### config.mk
export PLATFORM = sky130hd
export DESIGN_NAME = mpid_state
export DESIGN_NICKNAME = d
export VERILOG_FILES = /design/src/rtl/mpid_pkg.sv /design/src/rtl/mpid_state.sv
export SDC_FILE = /design/constraint.sdc
export NUM_CORES = 1
export LEC_CHECK = 0
export ABC_AREA = 1
export BUFFER_PORTS_ARGS = -buffer_cell sky130_fd_sc_hd__buf_2
export CORE_ASPECT_RATIO = 1.4
export CORE_MARGIN = 2
export CORE_UTILIZATION = 59
export CTS_BUF_LIST = sky130_fd_sc_hd__clkbuf_8
export DETAILED_ROUTE_END_ITERATION = 8
export PLACE_DENSITY = 0.9
export SYNTH_ARGS = -nofsm -noshare
export SYNTH_HDL_FRONTEND = slang
export SYNTH_SLANG_ARGS = --single-unit
### constraint.sdc
create_clock -name clk -period 12.3 [get_ports clk]
set_clock_uncertainty 0.1 [all_clocks]
set_input_delay 0 -clock clk [delete_from_list [all_inputs] [get_ports clk]]
set_output_delay 0 -clock clk [all_outputs]
set_load 0.05 [all_outputs]
### src/rtl/mpid_pkg.sv
`default_nettype none
// ----------------------------------------------------------------------------
// mpid_pkg
// Shared types and constants for the multichannel PID controller.
// ----------------------------------------------------------------------------
package mpid_pkg;

  localparam int VAL_W    = 24;  // Q16.8 sample values
  localparam int ERR_W    = 25;  // setpoint - measured
  localparam int GAIN_W   = 16;  // Q8.8 gains
  localparam int INTEG_W  = 40;  // integral accumulator
  localparam int HELD_W   = 24;  // held incremental drive
  localparam int DRIVE_W  = 19;  // clamped drive
  localparam int CH_W     = 2;   // channel field
  localparam int CFG_W    = 64;  // widest register
  localparam int CFG_IDX_W = 2;

  localparam int POS_LIMIT = 2560;    // 10.0 in Q16.8
  localparam int INC_LIMIT = 256000;  // 1000.0 in Q16.8

  localparam logic MODE_POSITIONAL  = 1'b0;
  localparam logic MODE_INCREMENTAL = 1'b1;

  localparam logic [CFG_IDX_W-1:0] REG_MODE = 2'd0;
  localparam logic [CFG_IDX_W-1:0] REG_KP   = 2'd1;
  localparam logic [CFG_IDX_W-1:0] REG_KI   = 2'd2;
  localparam logic [CFG_IDX_W-1:0] REG_KD   = 2'd3;

  typedef struct packed {
    logic             mode;
    logic [CFG_W-1:0] kp;
    logic [CFG_W-1:0] ki;
    logic [CFG_W-1:0] kd;
  } cfg_t;

  typedef struct packed {
    logic signed [INTEG_W-1:0] integral;
    logic signed [ERR_W-1:0]   last_err;
    logic signed [ERR_W-1:0]   older_err;
    logic signed [HELD_W-1:0]  held;
  } chan_state_t;

endpackage : mpid_pkg
`default_nettype wire

### src/rtl/mpid_state.sv
`default_nettype none
// ----------------------------------------------------------------------------
// mpid_state
// Per-channel controller state in flip-flops, one read and one write port.
// ----------------------------------------------------------------------------
module mpid_state
  import mpid_pkg::*;
#(
  parameter int CHANNELS = 4
) (
  input  wire logic                       clk,
  input  wire logic                       rst,
  input  wire logic [CH_W-1:0]            rd_channel,
  output chan_state_t                     rd_entry,
  input  wire logic                       wr_en,
  input  wire logic [CH_W-1:0]            wr_channel,
  input  wire chan_state_t                wr_entry
);

  localparam int IDX_W = (CHANNELS > 1) ? $clog2(CHANNELS) : 1;

  chan_state_t bank [CHANNELS];

  // out-of-range channels are filtered upstream, never written or used
  assign rd_entry = bank[rd_channel[IDX_W-1:0]];

  always_ff @(posedge clk) begin
    if (rst) begin
      for (int i = 0; i < CHANNELS; i++) begin
        bank[i] <= '0;
      end
    end else if (wr_en) begin
      bank[wr_channel[IDX_W-1:0]] <= wr_entry;
    end
  end

endmodule : mpid_state
`default_nettype wire

==> results.json, run 1 <==
{
  "hold_ws_ns": 0.103,
  "synth_cell_types": 15,
  "cts_buffers": 66,
  "reg.largest.list": "bank x456",
  "dieArea_um2": 38400,
  "hold_class": "in -> reg",
  "routabilityCongestion": 0.814,
  "wire_per_inst_um": 16.9,
  "rows": 83,
  "top_register": "bank",
  "ys_seq_area_share_pct": 62.9,
  "critPathSlowestCell": "buf_4",
  "syn_area_um2": 21800,
  "vias": 17241,
  "ioPinCount": 235,
  "cp-endpoint": "rd_entry[111]",
  "firstDrtPassIters": 9,
  "drc": 0,
  "hold_viol_final": 0,
  "cpPeakStageDelay_ns": 0.92,
  "ys_ff_latch": 456,
  "rsz0062_at_grt": "false",
  "dieHeight_um": 231,
  "drt_iter0_drc": 2046,
  "io_buffers": 234,
  "status": "complete, no violations",
  "post-route-min-period_ns": 3.00,
  "crit_fanout": 104,
  "n_fill_cell": 2478,
  "antenna_found_initial": 2,
  "critPathRequiredTime_ns": 12.20,
  "grt_start_max_net_pins": 133,
  "syn_nets": 2553,
  "setup_viol": 0,
  "routed_wl_mm": 55.0,
  "crit_chain": "buf_6 -> buf_4 -> buf_4 -> nand2_1 -> nand3_1 -> nand2_1 -> buf_2",
  "seqCellArea_um2": 13700,
  "p_per_area_nw_per_um2": 140,
  "period_share_pct": 24.4,
  "cp-start-kind": "input pin",
  "syn_avg_cell_area_um2": 8.95,
  "yosys_warnings": 0,
  "maxCapViolations": 0,
  "design_area_um2": 25300,
  "p_total_w": 0.00355,
  "grt_pass1_wl_mm": 86.0,
  "place_hpwl_mm": 31.8,
  "critPathKind": "in -> out",
  "crit_family": "buffers and inverters",
  "clkTransAtPathRegs_ns": 0.07,
  "crit_buf_inv": 4,
  "grt_pass1_vias": 17497,
  "cts_num_sinks": 456,
  "core-area_um2": 36600,
  "grt_usage_pct": 28.5,
  "slew_headroom_pct": 17.2,
  "p_leak_nw": 12.4,
  "syn_inst": 2432,
  "crit_path_start": "rd_channel[0]",
  "irDropWorstVdd_mv": 0.0858,
  "grt_remaining_overflow": 0,
  "cts_buffer_depth": 3,
  "layout_commonest_cell": "inv_1",
  "viasPerCell": 5.31,
  "dpl-instance-area_um2": 23000,
  "ctsHtreeMaxLevel": 3,
  "start_util_pct": 59.5,
  "ant_nets": 0,
  "drive_above_1_share_pct": 12.2,
  "largest_register_ffs": 456,
  "dieWidth_um": 166,
  "fmax_mhz": 334,
  "tns_ns": 0,
  "post_cts_resized": 0,
  "cp.depth": 7,
  "holdBufCountCts": 115,
  "multi_input_area_um2": 5250,
  "tightestPinTransition_ns": 1.24,
  "area_delta_synth_final_pct": 16.4,
  "drv_slew": 0,
  "critPathArrivalTime_ns": 2.90,
  "postCtsSetupBuffers": 0,
  "cts_root_buf": "clkbuf_8",
  "cts_tree": "done",
  "end_kind": "primary output",
  "nets": 2849,
  "mostFrequentLayoutCells": "inv_1, nand2_1, edfxtp_1"
}
==> per-layer routing <==
metal | up-vias | GRT usage [%] | part of all wire (%)
li1 | 8055 | - | -
met2 | 945 | 49.9 | 51
met3 | 248 | 4.75 | 8.3
met1 | 7991 | 31.5 | 34
met4 | 2 | 20.8 | 6.9
met5 | - | 0 | 0.013
==> metrics by stage <==
step                      instances  worst slack [ns]  util (%)
after floorplan                2432              3.14         -
after global placement         3012              9.22      62.9
after detailed placement       3012              9.21      62.9
after CTS                      3245              9.36      69.3
after global routing           3246              9.19      69.3
final                          3246              9.30      69.3
==> tightest hold or removal path: cells and delay by family <==
family / cells / cell delay (ns)
simple gates: 2 / 0.44
buf+inv: 2 / 0.21
==> power breakdown <==
part | total [W] | switching [W] | internal (W) | leakage, nW
registers | 0.00187 | 0.0000333 | 0.00183 | 4.45
logic | 0.000560 | 0.000420 | 0.000140 | 7.22
clock network | 0.00112 | 0.000581 | 0.000538 | 0.685
==> cell families (layout without fill, tap and decap cells) <==
| family | count (synthesis) | count (layout) | share of synthesized area, % |
|---|---|---|---|
| other | 0 | 1 | 0 |
| flip-flops | 456 | 456 | 62.9 |
| AO/OA/AOI/OAI | 1 | 1 | 0.0230 |
| AND/OR/NAND/NOR | 1263 | 1263 | 23.8 |
| buffers and inverters | 712 | 1058 | 13.2 |
==> synthesized netlist by cell type, drive strengths merged <==
library cell  instances  area (µm²)
buf                 109         608
clkbuf               27         101
edfxtp              456       13700
inv                 576        2160
nand2               575        2160
nand3               231        1170
nor2                343        1290
nor3                114         571
o21ai                 1        5.00
==> worst min-delay path by stage <==
stage | start | endpoint | slack [ns] | depth (start not counted)
after global placement | wr_entry[38] | bank[1][38] | 0.25 | 3
final | wr_channel[0] | bank[2][103] | 0.10 | 4
after global routing | wr_channel[0] | bank[2][103] | 0.13 | 4
after CTS | wr_channel[0] | bank[2][91] | 0.06 | 4
after detailed placement | wr_entry[31] | bank[3][31] | 0.25 | 3
after floorplan | wr_entry[0] | bank[1][0] | 0.14 | 2
==> final cells by class <==
type / instances / area share [%]
inverters: 576 / 8.57
diodes: 1 / 0.00988
clock buffers: 68 / 3.70
well taps: 467 / 2.31
repair buffers: 364 / 9.65
clock inverters: 50 / 0.963
multi-input cells: 1264 / 20.7
flip-flops and latches: 456 / 54.1
(Power assumes the default switching activity.)
==> inputs of run 2 (changes only) <==
CORE_UTILIZATION = 55   (was 59)
PLACE_DENSITY = 0.88   (was 0.9)
clock period = 2.7 ns   (was 12.3 ns; I/O delays follow)
==> results.json, run 2 (same netlist as run 1, synthesis figures left out) <==
{
  "status": "complete, no violations",
  "tightestPinTransition_ns": 0.818,
  "ctsHtreeMaxLevel": 3,
  "drt_iter0_drc": 2317,
  "viasPerCell": 5.31,
  "critPathSlowestCell": "inv_6",
  "drive_above_1_share_pct": 12.6,
  "clkTransAtPathRegs_ns": 0.06,
  "crit_path_start": "rd_channel[0]",
  "rows": 86,
  "grt_remaining_overflow": 0,
  "grt_pass1_wl_mm": 88.4,
  "layout_commonest_cell": "inv_1",
  "seqCellArea_um2": 13700,
  "top_register": "bank",
  "setup_viol": 0,
  "dieHeight_um": 239,
  "dpl-instance-area_um2": 23300,
  "place_hpwl_mm": 31.4,
  "n_fill_cell": 2796,
  "end_kind": "primary output",
  "multi_input_area_um2": 5280,
  "reg.largest.list": "bank x456",
  "critPathRequiredTime_ns": 2.60,
  "dieArea_um2": 41200,
  "largest_register_ffs": 456,
  "drc": 0,
  "cpPeakStageDelay_ns": 0.59,
  "p_per_area_nw_per_um2": 636,
  "grt_start_max_net_pins": 129,
  "routabilityCongestion": 0.780,
  "design_area_um2": 25700,
  "cts_num_sinks": 456,
  "drv_slew": 0,
  "vias": 17611,
  "final.setup.worst_slack_ns": 0.755,
  "cp-start-kind": "input pin",
  "cp.depth": 7,
  "maxCapViolations": 0,
  "critPathKind": "in -> out",
  "routed_wl_mm": 57.3,
  "p_total_w": 0.0164,
  "io_buffers": 234,
  "fmax_mhz": 514,
  "crit_buf_inv": 4,
  "grt_usage_pct": 28.1,
  "start_util_pct": 55.5,
  "critPathArrivalTime_ns": 1.84,
  "crit_path_frequent_cell": "nand2_1",
  "tns_ns": 0,
  "cts_tree": "done",
  "cp-endpoint": "rd_entry[108]",
  "ant_nets": 0,
  "irDropWorstVdd_mv": 0.367,
  "crit_chain": "buf_6 -> inv_6 -> buf_4 -> nand2_1 -> nand3_1 -> nand2_1 -> buf_2",
  "nets": 2866,
  "post-place-ws_ns": 0.684,
  "mostFrequentLayoutCells": "inv_1, nand2_1, edfxtp_1",
  "rsz0062_at_grt": "false",
  "firstDrtPassIters": 6,
  "fin_util_pct": 65.7,
  "hold_class": "in -> reg",
  "crit_family": "buffers and inverters",
  "ioPinCount": 235,
  "crit_fanout": 94,
  "postCtsSetupBuffers": 0,
  "hold_viol_final": 0,
  "antenna_found_initial": 1,
  "post-route-min-period_ns": 1.94,
  "area_delta_synth_final_pct": 18.3,
  "period_share_pct": 72.0,
  "dieWidth_um": 172,
  "cts_buffers": 66,
  "slew_headroom_pct": 45.4,
  "cts_root_buf": "clkbuf_8",
  "core-area_um2": 39200,
  "grt_pass1_vias": 17621,
  "wire_per_inst_um": 17.3,
  "cts_buffer_depth": 3,
  "p_leak_nw": 12.5
}
## run 2: cell types whose count changed in the layout (fill, tap and decap cells not counted)
cell	change
buf_12	+11
inv_1	-10
dlygate4sd3_1	+7
inv_6	-3
nand2_4	-3
nand2_8	+3
bufinv_16	+2
clkinv_1	+2
buf_4	-1
clkbuf_8	+1
clkinv_2	+1
## run 2: repair_timing
item	CTS	global route
hold buffers	122	0
endpoints found under the hold margin	456	0
resized for setup	0	0
## run 2: metrics by stage
step	hold slack (ns)	std cells
after floorplan	0.143	2432
after global placement	0.242	3083
after detailed placement	0.249	3083
after CTS	0.0703	3316
after global routing	0.120	3317
final	0.100	3317
## run 2: power breakdown
part	switching, W	internal, W
Combinational	0.00195	0.000673
Sequential	0.000148	0.00835
Clock	0.00259	0.00264
## run 2: how the worst min path moves through the flow
| stage | start | end | slack (ns) | cells past startpoint |
|---|---|---|---|---|
| global route | wr_channel[0] | bank[1][51] | 0.12 | 3 |
| CTS | wr_channel[1] | bank[2][27] | 0.07 | 4 |
| detailed placement | wr_entry[44] | bank[3][44] | 0.25 | 3 |
| global placement | wr_entry[77] | bank[0][77] | 0.24 | 3 |
| finish | wr_channel[0] | bank[1][51] | 0.10 | 3 |
| floorplan | wr_entry[0] | bank[1][0] | 0.14 | 2 |
## run 2: layer usage
metal | up-vias | global-route usage (%) | part of all wire (%)
met5 | - | 0 | 0
met4 | 0 | 17.7 | 6.1
met3 | 237 | 5.27 | 9.9
met2 | 1155 | 47.0 | 50
met1 | 8130 | 33.3 | 34
li1 | 8089 | - | -
## run 2: layout make-up
| type | count | area share, % |
|---|---|---|
| diodes | 1 | 0.00972 |
| clock buffers | 69 | 3.69 |
| multi-input cells | 1264 | 20.5 |
| well taps | 528 | 2.57 |
| inverters | 576 | 8.43 |
| repair buffers | 381 | 10.6 |
| clock inverters | 42 | 0.982 |
| flip-flops and latches | 456 | 53.2 |
