<file path="src/rtl/mpid_pkg.sv">
`default_nettype none
// ----------------------------------------------------------------------------
// mpid_pkg
// Shared types and constants for the multichannel PID controller.
// ----------------------------------------------------------------------------
package mpid_pkg;

  localparam int VAL_W    = 24;  // Q16.8 sample values
  localparam int ERR_W    = 25;  // setpoint - measured
  localparam int GAIN_W   = 16;  // Q8.8 gains
  localparam int INTEG_W  = 40;  // integral accumulator
  localparam int HELD_W   = 24;  // held incremental drive
  localparam int DRIVE_W  = 19;  // clamped drive
  localparam int CH_W     = 2;   // channel field
  localparam int CFG_W    = 64;  // widest register
  localparam int CFG_IDX_W = 2;

  localparam int POS_LIMIT = 2560;    // 10.0 in Q16.8
  localparam int INC_LIMIT = 256000;  // 1000.0 in Q16.8

  localparam logic MODE_POSITIONAL  = 1'b0;
  localparam logic MODE_INCREMENTAL = 1'b1;

  localparam logic [CFG_IDX_W-1:0] REG_MODE = 2'd0;
  localparam logic [CFG_IDX_W-1:0] REG_KP   = 2'd1;
  localparam logic [CFG_IDX_W-1:0] REG_KI   = 2'd2;
  localparam logic [CFG_IDX_W-1:0] REG_KD   = 2'd3;

  typedef struct packed {
    logic             mode;
    logic [CFG_W-1:0] kp;
    logic [CFG_W-1:0] ki;
    logic [CFG_W-1:0] kd;
  } cfg_t;

  typedef struct packed {
    logic signed [INTEG_W-1:0] integral;
    logic signed [ERR_W-1:0]   last_err;
    logic signed [ERR_W-1:0]   older_err;
    logic signed [HELD_W-1:0]  held;
  } chan_state_t;

endpackage : mpid_pkg
`default_nettype wire

</file>
<file path="src/rtl/mpid_cfg_regs.sv">
`default_nettype none
// ----------------------------------------------------------------------------
// mpid_cfg_regs
// Mode and packed gain registers behind the plain write port.
// ----------------------------------------------------------------------------
module mpid_cfg_regs
  import mpid_pkg::*;
(
  input  wire logic                 clk,
  input  wire logic                 rst,
  input  wire logic                 wr_en,
  input  wire logic [CFG_IDX_W-1:0] wr_index,
  input  wire logic [CFG_W-1:0]     wr_data,
  output cfg_t                      cfg
);

  always_ff @(posedge clk) begin
    if (rst) begin
      cfg <= '0;
    end else if (wr_en) begin
      case (wr_index)
        REG_MODE: cfg.mode <= wr_data[0];
        REG_KP:   cfg.kp   <= wr_data;
        REG_KI:   cfg.ki   <= wr_data;
        REG_KD:   cfg.kd   <= wr_data;
        default: begin
        end
      endcase
    end
  end

endmodule : mpid_cfg_regs
`default_nettype wire

</file>
<file path="config.mk">
export PLATFORM = sky130hd
export DESIGN_NAME = mpid_cfg_regs
export DESIGN_NICKNAME = d
export VERILOG_FILES = /design/src/rtl/mpid_pkg.sv /design/src/rtl/mpid_cfg_regs.sv
export SDC_FILE = /design/constraint.sdc
export NUM_CORES = 1
export LEC_CHECK = 0
export BUFFER_PORTS_ARGS = -buffer_cell sky130_fd_sc_hd__buf_4
export CAP_MARGIN = 20
export CORE_MARGIN = 10
export CORE_UTILIZATION = 54
export DETAILED_ROUTE_END_ITERATION = 8
export PLACE_DENSITY = 0.85
export SETUP_SLACK_MARGIN = 0.4
export SLEW_MARGIN = 20
export SYNTH_ARGS = -nofsm -noshare
export SYNTH_HDL_FRONTEND = slang
export SYNTH_SLANG_ARGS = --single-unit
export TNS_END_PERCENT = 1
</file>
<file path="constraint.sdc">
create_clock -name clk -period 2.8 [get_ports clk]
set_clock_uncertainty 0.05 [all_clocks]
set_input_delay 0.14 -clock clk [delete_from_list [all_inputs] [get_ports clk]]
set_output_delay 0.14 -clock clk [all_outputs]
set_load 0.1 [all_outputs]
</file>
==> run summary, run 1 <==
Initial Util -> 55.31%
H-tree depth reported by CTS -> 4
Setup violation total in the final timing report -> 0
Post-synthesis cell type with the largest combined area -> sky130_fd_sc_hd__dfxtp_1
Family with the most delay on the worst path -> buffers and inverters
Buffer and inverter count on the worst path -> 3
Clock tree from TritonCTS -> built
Power Total -> 0.006623 W
Arrival time at the worst endpoint -> 2020 ps
Count of mapped cells out of synthesis -> 699
Reg clk slew, reported paths -> 70 ps
Type of the tightest min-delay check -> in -> reg
Crit path cell chain -> dlygate4sd3_1 > buf_4 > and3b_4 > buf_4 > mux2i_1
First-pass GRT wire length -> 34950 um
Residual DRC -> 0
Async SR Flop Fraction -> 0%
Cell with the most instances after synthesis -> sky130_fd_sc_hd__nand2b_1
Overall die height -> 139.5 um
Routed via count -> 5941
Status -> completed
Synth Area in XOR/XNOR -> 0%
Worst-Skew Late Latency -> 420 ps
Worst-Margin Slew -> 801.1 ps
Post-place setup slack -> 1140 ps
Routed wire length -> 22300 um
Final Hold Vio Count -> 0
Peak clock frequency supported by timing -> 0.5802 GHz
Leading register cell type out of synthesis -> sky130_fd_sc_hd__dfxtp_1
Max-slew violation total from the final report -> 0
Top reg by flops -> cfg
Sum of negative setup slack -> 0 ps
Maximum clock path buffer count -> 2
Clock Sink Count -> 193
Synthesized-area fraction occupied by ao, oa, aoi and oai cells -> 0%
Largest net degree at the start of global routing -> 107
Required time worst endpoint -> 3100 ps
Top Ports -> 262
Number of unique standard cell types used by synthesis -> 12
Number of antenna violations at the first check in global routing -> 0
Top cells by count, synth -> sky130_fd_sc_hd__nand2b_1 (257), sky130_fd_sc_hd__dfxtp_1 (193), sky130_fd_sc_hd__mux2i_1 (193), sky130_fd_sc_hd__clkbuf_1 (28), sky130_fd_sc_hd__buf_2 (11)
Layout overhead on the synthesized area -> 40.50%
Maximum vdd drop -> 448.9 uV
Maxcap violations -> 0
Adder-cell area share of the yosys netlist -> 0%
Number of port buffers -> 261
Syn_nets -> 768
Post-detailed-route via-to-cell ratio -> 5.048
Sequential cell area fraction in the yosys report -> 50.13%
Top flop regs -> cfg x193
Ranking of synthesized cells by area -> sky130_fd_sc_hd__dfxtp_1 (50%), sky130_fd_sc_hd__mux2i_1 (25%), sky130_fd_sc_hd__nand2b_1 (21%)
DRC marker count from the first detailed-route iteration -> 284
Setup repair after global routing missed its margin -> no
Minimum setup slack among reg-to-reg paths -> 1970 ps
Ratio of cells with drive above 1 in the final layout -> 30.09%
Post-layout minimum cycle time -> 1723 ps
Overall fraction of global-route tracks in use -> 22.01%
PnR worst setup slack -> 1077 ps
First drt pass iteration count -> 4
Detailed-route wire length per cell -> 18.95 um
Netlist Area Pre-Place -> 0.007707 mm^2
Area fraction in and, or, nand and nor cells after synthesis -> 21.44%
Yosys reg bits -> 193
Number of warning messages in the yosys log -> 0
Placer congestion estimate -> 0.8045
Standard cell core area -> 0.01393 mm^2
Rel. slew slack -> 46.60%
Category of the critical setup timing path -> in -> reg
Type of element launching the critical path -> input port
Slowest library cell on the worst path -> sky130_fd_sc_hd__and3b_4
Floorplan die area -> 0.01945 mm^2
Final-layout fill cell count -> 890
Worst setup EP type -> register
Die span in x -> 139.5 um
Multiplexer fraction of the synthesized cell area -> 25.06%
Number of flip-flops under the largest register name -> 193
Total power divided by cell area -> 611.6 mW/mm^2
ANT cells -> 0
Highest net fanout along the worst path -> 23
Placement row count -> 43
Setup bufs post-CTS -> 0
Count of nets left with antenna violations after detail routing -> 0
Critical Path Max Stage Delay -> 640 ps
Leakage power total -> 5.233 nW
Number of synthesized flops with an enable pin -> 0
GRT Residual Overflow -> 0
Number of buffers inserted during clock tree synthesis -> 17
Clock tree root driver cell -> sky130_fd_sc_hd__clkbuf_16
Vias in the first global route -> 6549
Proportion of netlist area held by the largest area contributor -> 50.13%
Most frequent CP cell -> sky130_fd_sc_hd__buf_4
Mapped Avg Cell Area -> 11.03 um^2
Combinational family with the most area after synthesis -> multiplexers
Post-route clock period utilization -> 61.55%
Nets -> 1053
Post-layout utilization of the core -> 77.71%
Sum of net half-perimeters after detailed placement -> 15560 um
-- placed cells by master, fill, tap and decap left out, drive strengths merged --
cell	count
nand3	1
bufinv	2
and3b	2
nand2b	257
buf	267
clkbuf	19
dfxtp	193
nor3b	1
mux2i	193
dlygate4sd3	49
clkinvlp	5
clkinv	6
nand3b	2
-- layer usage --
| layer | up-vias | global-route usage [%] | part of all wire, % |
|---|---|---|---|
| li1 | 2848 | - | - |
| met2 | 211 | 38.36 | 50 |
| met1 | 2831 | 23.18 | 39 |
| met3 | 51 | 7.315 | 7.0 |
| met4 | 0 | 11.09 | 4.0 |
| met5 | - | 0 | 0 |
-- area by class of cell --
class                   count  area (um^2)  area share (%)
flip-flops and latches    193         3864           35.68
multi-input cells         456         3601           33.25
well taps                 180        225.2           2.080
clock buffers              19        442.9           4.090
repair buffers            316         2557           23.62
clock inverters            13        138.9           1.282
-- per-stage QoR --
step	hold WS [ps]	instance area [um^2]	cells
global route	5.904	10830	1177
detailed placement	406.4	9757	1096
finish	7.846	10830	1177
CTS	0.07858	10830	1177
floorplan	281.1	7707	699
global placement	395.3	9757	1096
-- report_power, final --
part	leakage (nW)	internal, W	switching (W)
registers	1.57	0.00284	0.0000616
logic	3.39	0.000386	0.000964
clock network	0.271	0.00134	0.00103
-- worst register-to-register path: stages, from the launching register on --
cell and delay, ps:
sky130_fd_sc_hd__dfxtp_1 360, sky130_fd_sc_hd__nand2b_1 90, sky130_fd_sc_hd__mux2i_1 230
-- final timing paths --
| path | start | end | cells past startpoint |
|---|---|---|---|
| worst max register to register | cfg[102] | cfg[102] | 2 |
| worst max-delay path | wr_index[1] | cfg[157] | 5 |
| worst min-delay path | wr_data[6] | cfg[70] | 3 |
| worst min register to register | cfg[34] | cfg[34] | 2 |
-- kinds of logic after synthesis --
group,after synthesis
buf+inv,50
simple gates,263
mux,193
flops,193
-- what timing repair did --
action                                  in CTS  in global routing
endpoints found under the setup margin       0                  0
resized for setup                            0                  0
hold endpoints to repair                   105                  0
hold buffers                                49                  0
(Power assumes the default switching activity.)
==> run 2, diff against run 1 <==
--- a/config.mk
+++ b/config.mk
@@ -8,9 +8,9 @@
 export BUFFER_PORTS_ARGS = -buffer_cell sky130_fd_sc_hd__buf_4
 export CAP_MARGIN = 20
 export CORE_MARGIN = 10
-export CORE_UTILIZATION = 54
+export CORE_UTILIZATION = 50
 export DETAILED_ROUTE_END_ITERATION = 8
-export PLACE_DENSITY = 0.85
+export PLACE_DENSITY = 0.8
 export SETUP_SLACK_MARGIN = 0.4
 export SLEW_MARGIN = 20
 export SYNTH_ARGS = -nofsm -noshare
==> constraint.sdc (replaced) <==
create_clock -name clk -period 1.6 [get_ports clk]
set_clock_uncertainty 0.05 [all_clocks]
set_input_delay 0.08 -clock clk [delete_from_list [all_inputs] [get_ports clk]]
set_output_delay 0.08 -clock clk [all_outputs]
set_load 0.1 [all_outputs]
==> run summary, run 2 (synthesis results as in run 1) <==
Worst setup EP type -> output pin
Post-layout minimum cycle time -> 1232 ps
PnR worst setup slack -> 368.2 ps (-708.4 ps)
Number of buffers inserted during clock tree synthesis -> 17 (unchanged)
Most frequent standard cell in the layout excluding fill and tap cells -> sky130_fd_sc_hd__nand2b_1
Required time worst endpoint -> 1470 ps (-1630 ps)
Category of the critical setup timing path -> reg -> out
Post-layout utilization of the core -> 74.20% (-3.5 points)
Routed via count -> 5908 (-0.56%)
Setup repair after global routing missed its margin -> yes
Overall fraction of global-route tracks in use -> 20.48% (-1.5 points)
DRC marker count from the first detailed-route iteration -> 293 (+3.2%)
Die span in x -> 144.2 um (+3.4%)
Highest net fanout along the worst path -> 2 (-91%)
Top Ports -> 262 (unchanged)
Family with the most delay on the worst path -> flip-flops
Maxcap violations -> 0 (unchanged)
First-pass GRT wire length -> 33650 um (-3.7%)
Slowest library cell on the worst path -> sky130_fd_sc_hd__dfxtp_1
Worst-Skew Late Latency -> 420 ps (about the same)
Top reg by flops -> cfg
Detailed-route wire length per cell -> 18.13 um (-4.3%)
GRT Residual Overflow -> 0 (unchanged)
Worst Reg-to-Reg Cells -> 2 (unchanged)
Largest net degree at the start of global routing -> 107 (unchanged)
Placer congestion estimate -> 0.7881 (-2.0%)
Worst-Margin Slew -> 515.8 ps (-285.2 ps)
Post-place setup slack -> 415.4 ps (-725.0 ps)
Final Hold Vio Count -> 0 (unchanged)
Buffer and inverter count on the worst path -> 1 (-2)
Sum of negative setup slack -> 0 ps (unchanged)
Peak clock frequency supported by timing -> 0.8118 GHz
Non-filler instance count after layout -> 1210 (+2.8%)
Top flop regs -> cfg x193
Number of antenna violations at the first check in global routing -> 0 (unchanged)
Final-layout fill cell count -> 1034 (+16%)
Arrival time at the worst endpoint -> 1100 ps (-920 ps)
Max-slew violation total from the final report -> 0 (unchanged)
Vias in the first global route -> 6227 (-4.9%)
Standard cell core area -> 0.01515 mm^2 (+8.7%)
Maximum clock path buffer count -> 2 (unchanged)
Routed wire length -> 21940 um (-1.6%)
Total power divided by cell area -> 1045 mW/mm^2 (+71%)
Layout overhead on the synthesized area -> 45.81%
Count of cell instances traversed by the critical path -> 1 (-4)
Maximum vdd drop -> 759.7 uV (+69%)
Count of nets left with antenna violations after detail routing -> 0 (unchanged)
Setup violation total in the final timing report -> 0 (unchanged)
First drt pass iteration count -> 4 (unchanged)
H-tree depth reported by CTS -> 4 (unchanged)
Leakage power total -> 5.387 nW (+2.9%)
Number of cells traversed by the worst hold path -> 3 (unchanged)
Status -> completed
Setup bufs post-CTS -> 0 (unchanged)
Design area -> 0.01124 mm^2 (+3.8%)
Clock tree from TritonCTS -> built
Nets -> 1077 (+2.3%)
Crit path cell chain -> buf_4
Ratio of cells with drive above 1 in the final layout -> 30.26% (+0.17 points)
Highest-count cells in the layout ignoring fill and taps -> sky130_fd_sc_hd__nand2b_1 (257), sky130_fd_sc_hd__buf_4 (230), sky130_fd_sc_hd__mux2i_1 (193)
Number of port buffers -> 261 (unchanged)
Type of the tightest min-delay check -> in -> reg
Type of element launching the critical path -> register
Initial Util -> 50.89% (-4.4 points)
Placement row count -> 45 (+4.7%)
Critical Path Max Stage Delay -> 360 ps (-280 ps)
Sum of net half-perimeters after detailed placement -> 14680 um (-5.7%)
Clock tree root driver cell -> sky130_fd_sc_hd__clkbuf_16
Floorplan die area -> 0.02078 mm^2 (+6.8%)
Post-detailed-route via-to-cell ratio -> 4.883 (-3.3%)
Rel. slew slack -> 65.61% (+19 points)
Clock Sink Count -> 193 (unchanged)
Area of placed instances -> 0.009846 mm^2 (+0.91%)
Post-route clock period utilization -> 76.99%
Overall die height -> 144.2 um (+3.4%)
Residual DRC -> 0 (unchanged)
Reg clk slew, reported paths -> 70 ps (about the same)
Cell count after placement -> 1111 (+1.4%)
Number of flip-flops under the largest register name -> 193 (unchanged)
[run 2: area by class of cell]
class	instances	area (um^2)	area share (%)
well taps	188	235.2	2.093
repair buffers	340	2944	26.20
flip-flops and latches	193	3865	34.39
multi-input cells	456	3601	32.04
diodes	1	2.502	0.02227
clock buffers	17	425.4	3.785
clock inverters	15	165.2	1.470
[run 2: stage by stage]
| step | hold WS (ps) | power [W] |
|---|---|---|
| 2_1_floorplan | 221.1 | 0.006883 |
| 3_3_place_gp | 345.1 | 0.007442 |
| 3_5_place_dp | 350.9 | 0.007454 |
| 4_1_cts | 30.24 | 0.01181 |
| 5_1_grt | 56.95 | 0.01215 |
| 6_report | 51.13 | 0.01174 |
[run 2: per-layer routing]
layer / wire (um) / part of all wire (%) / track usage (%)
met4: 648 / 3.0 / 8.936
met3: 1642 / 7.5 / 7.379
met1: 8942 / 41 / 23.72
met5: 0 / 0 / 0
met2: 10700 / 49 / 33.42
[run 2: worst paths after layout]
path / startpoint / to / slack [ps]
max: cfg[167] / cfg[167] / 370
min: wr_en / cfg[192] / 50
max reg2reg: cfg[88] / cfg[88] / 860
min reg2reg: cfg[180] / cfg[180] / 420
[run 2: where the power goes]
| part | leakage (nW) | switching (W) | total, W | internal [W] |
|---|---|---|---|---|
| logic | 3.53 | 0.00170 | 0.00243 | 0.000735 |
| clock network | 0.285 | 0.00200 | 0.00423 | 0.00223 |
| registers | 1.57 | 0.000103 | 0.00507 | 0.00497 |
[run 2: what timing repair did]
item	CTS	global route
resized for setup	4	33
hold buffers	66	0
endpoints found under the hold margin	193	0
setup endpoints to repair	171	193
==> run 3, diff against run 2 <==
==> constraint.sdc (replaced) <==
create_clock -name clk -period 1.2 [get_ports clk]
set_clock_uncertainty 0.05 [all_clocks]
set_input_delay 0.06 -clock clk [delete_from_list [all_inputs] [get_ports clk]]
set_output_delay 0.06 -clock clk [all_outputs]
set_load 0.1 [all_outputs]
==> run summary, run 3 (synthesis results as in run 1) <==
Sum of net half-perimeters after detailed placement -> 14820 um (+0.94%)
First-pass GRT wire length -> 45520 um (+35%)
Nets -> 1082 (+0.46%)
Family with the most delay on the worst path -> flip-flops
Clock tree from TritonCTS -> built
Most frequent standard cell in the layout excluding fill and tap cells -> sky130_fd_sc_hd__nand2b_1
Count of cell instances traversed by the critical path -> 1 (unchanged)
Type of the tightest min-delay check -> in -> reg
Status -> completed
Setup violation total in the final timing report -> 0 (unchanged)
Top reg by flops -> cfg
Die span in x -> 144.2 um (unchanged)
Post-layout minimum cycle time -> 1114 ps
Highest-count cells in the layout ignoring fill and taps -> sky130_fd_sc_hd__nand2b_1 (257), sky130_fd_sc_hd__buf_12 (205), sky130_fd_sc_hd__mux2i_1 (193)
Vias in the first global route -> 7349 (+18%)
Max-slew violation total from the final report -> 0 (unchanged)
Critical path startpoint -> cfg[19]
Non-filler instance count after layout -> 1215 (+0.41%)
Clock Sink Count -> 193 (unchanged)
Number of antenna violations at the first check in global routing -> 1 (+1)
Routed wire length -> 31830 um (+45%)
Final Hold Vio Count -> 0 (unchanged)
Cell count after placement -> 1115 (+0.36%)
Post-layout utilization of the core -> 91.81% (+18 points)
Worst setup EP type -> output pin
Post-detailed-route via-to-cell ratio -> 5.474 (+12%)
Maximum clock path buffer count -> 2 (unchanged)
Overall die height -> 144.2 um (unchanged)
Capture instance of the worst register-to-register path -> cfg[135]
Critical Path Max Stage Delay -> 380 ps (+20 ps)
Standard cell core area -> 0.01515 mm^2 (unchanged)
Slowest library cell on the worst path -> sky130_fd_sc_hd__dfxtp_2
Worst Reg-to-Reg Cells -> 3 (+1)
Maximum vdd drop -> 1169 uV (+54%)
Minimum setup slack among reg-to-reg paths -> 290 ps (-570 ps)
Worst-Margin Slew -> 303.2 ps (-212.6 ps)
Ratio of cells with drive above 1 in the final layout -> 49.51% (+19 points)
Count of nets left with antenna violations after detail routing -> 0 (unchanged)
Reg clk slew, reported paths -> 80 ps (about the same)
Post-route clock period utilization -> 92.82%
Overall fraction of global-route tracks in use -> 29.01% (+8.5 points)
Crit path cell chain -> buf_12
Category of the critical setup timing path -> reg -> out
First drt pass iteration count -> 5 (+1)
Buffer and inverter count on the worst path -> 1 (unchanged)
Type of element launching the critical path -> register
Clock tree root driver cell -> sky130_fd_sc_hd__clkbuf_16
Total power divided by cell area -> 1187 mW/mm^2 (+14%)
FF-to-FF Start -> cfg[135]
Number of buffers inserted during clock tree synthesis -> 17 (unchanged)
Largest net degree at the start of global routing -> 90 (-16%)
Placer congestion estimate -> 0.7696 (-2.3%)
Initial Util -> 50.89% (unchanged)
Routed via count -> 6651 (+13%)
Setup repair after global routing missed its margin -> yes
Worst-Skew Late Latency -> 430 ps (about the same)
Rel. slew slack -> 79.74% (+14 points)
Worst hold start -> wr_index[0]
H-tree depth reported by CTS -> 4 (unchanged)
Detailed-route wire length per cell -> 26.19 um (+44%)
Required time worst endpoint -> 1090 ps (-380 ps)
Residual DRC -> 0 (unchanged)
Highest net fanout along the worst path -> 2 (unchanged)
Arrival time at the worst endpoint -> 1000 ps (-100 ps)
Top Ports -> 262 (unchanged)
GRT Residual Overflow -> 0 (unchanged)
Placement row count -> 45 (unchanged)
Maxcap violations -> 0 (unchanged)
Floorplan die area -> 0.02078 mm^2 (unchanged)
Layout overhead on the synthesized area -> 80.41%
Peak clock frequency supported by timing -> 0.8978 GHz
Top flop regs -> cfg x193
DRC marker count from the first detailed-route iteration -> 359 (+23%)
Timing endpoint of the critical path -> cfg[19]
Number of flip-flops under the largest register name -> 193 (unchanged)
Number of port buffers -> 261 (unchanged)
Leakage power total -> 6.069 nW (+13%)
-- run 3: cell count changes in the layout (fill, tap and decap cells not counted), sizes merged --
cell	delta
dlygate4sd3	-2
buf	+7
clkinv	+4
clkinvlp	-2
bufinv	-1
inv	-3
clkbuf	+2
-- run 3: worst min-delay path by stage --
stage | endpoint | depth (start not counted) | slack (ps)
2_1_floorplan | cfg[100] | 2 | 200
3_3_place_gp | cfg[22] | 3 | 320
3_5_place_dp | cfg[8] | 3 | 330
4_1_cts | cfg[192] | 3 | -100
5_1_grt | cfg[192] | 3 | -5
6_report | cfg[192] | 3 | 0.1
-- run 3: metrics by stage --
step | hold slack (ps) | setup TNS, ps | power [W] | cell area, um^2 | setup slack (ps)
final | 0.1105 | 0 | 0.01651 | 13900 | 86.14
after global routing | -4.578 | 0 | 0.01684 | 13900 | 60.55
after CTS | -100.8 | 0 | 0.01628 | 13840 | 92.13
after detailed placement | 332.3 | 0 | 0.009969 | 9958 | 22.79
after global placement | 324.9 | 0 | 0.009950 | 9958 | 70.98
after floorplan | 197.7 | -15080 | 0.009177 | 7721 | -81.99
-- run 3: report_power, final --
group,switching (W),internal (W)
clock,0.00279,0.00285
sequential,0.000282,0.00663
combinational,0.00241,0.00154
-- run 3: routing by layer --
layer	GRT usage (%)	routed length (um)	vias to the layer above	part of all wire, %
li1	-	-	2928	-
met1	29.39	11240	3321	35
met2	52.50	16890	321	53
met3	8.495	2099	81	6.6
met4	15.69	1593	0	5.0
met5	0	0	-	0
-- run 3: what timing repair did --
action | CTS | global route
hold buffers | 64 | 0
hold endpoints to repair | 193 | 0
gates resized for setup | 773 | 20
buffers inserted | 2 | 1
setup endpoints to repair | 193 | 218
pin swaps | 0 | 0
-- run 3: cell type report --
| class | count | area (um^2) |
|---|---|---|
| clock buffer | 19 | 452.9 |
| clock inverter | 13 | 117.6 |
| tap | 188 | 235.2 |
| fill | 458 | 1241 |
| sequential | 193 | 4173 |
| multi-input combinational | 456 | 3601 |
| antenna | 1 | 2.502 |
| timing repair buffer | 345 | 5323 |
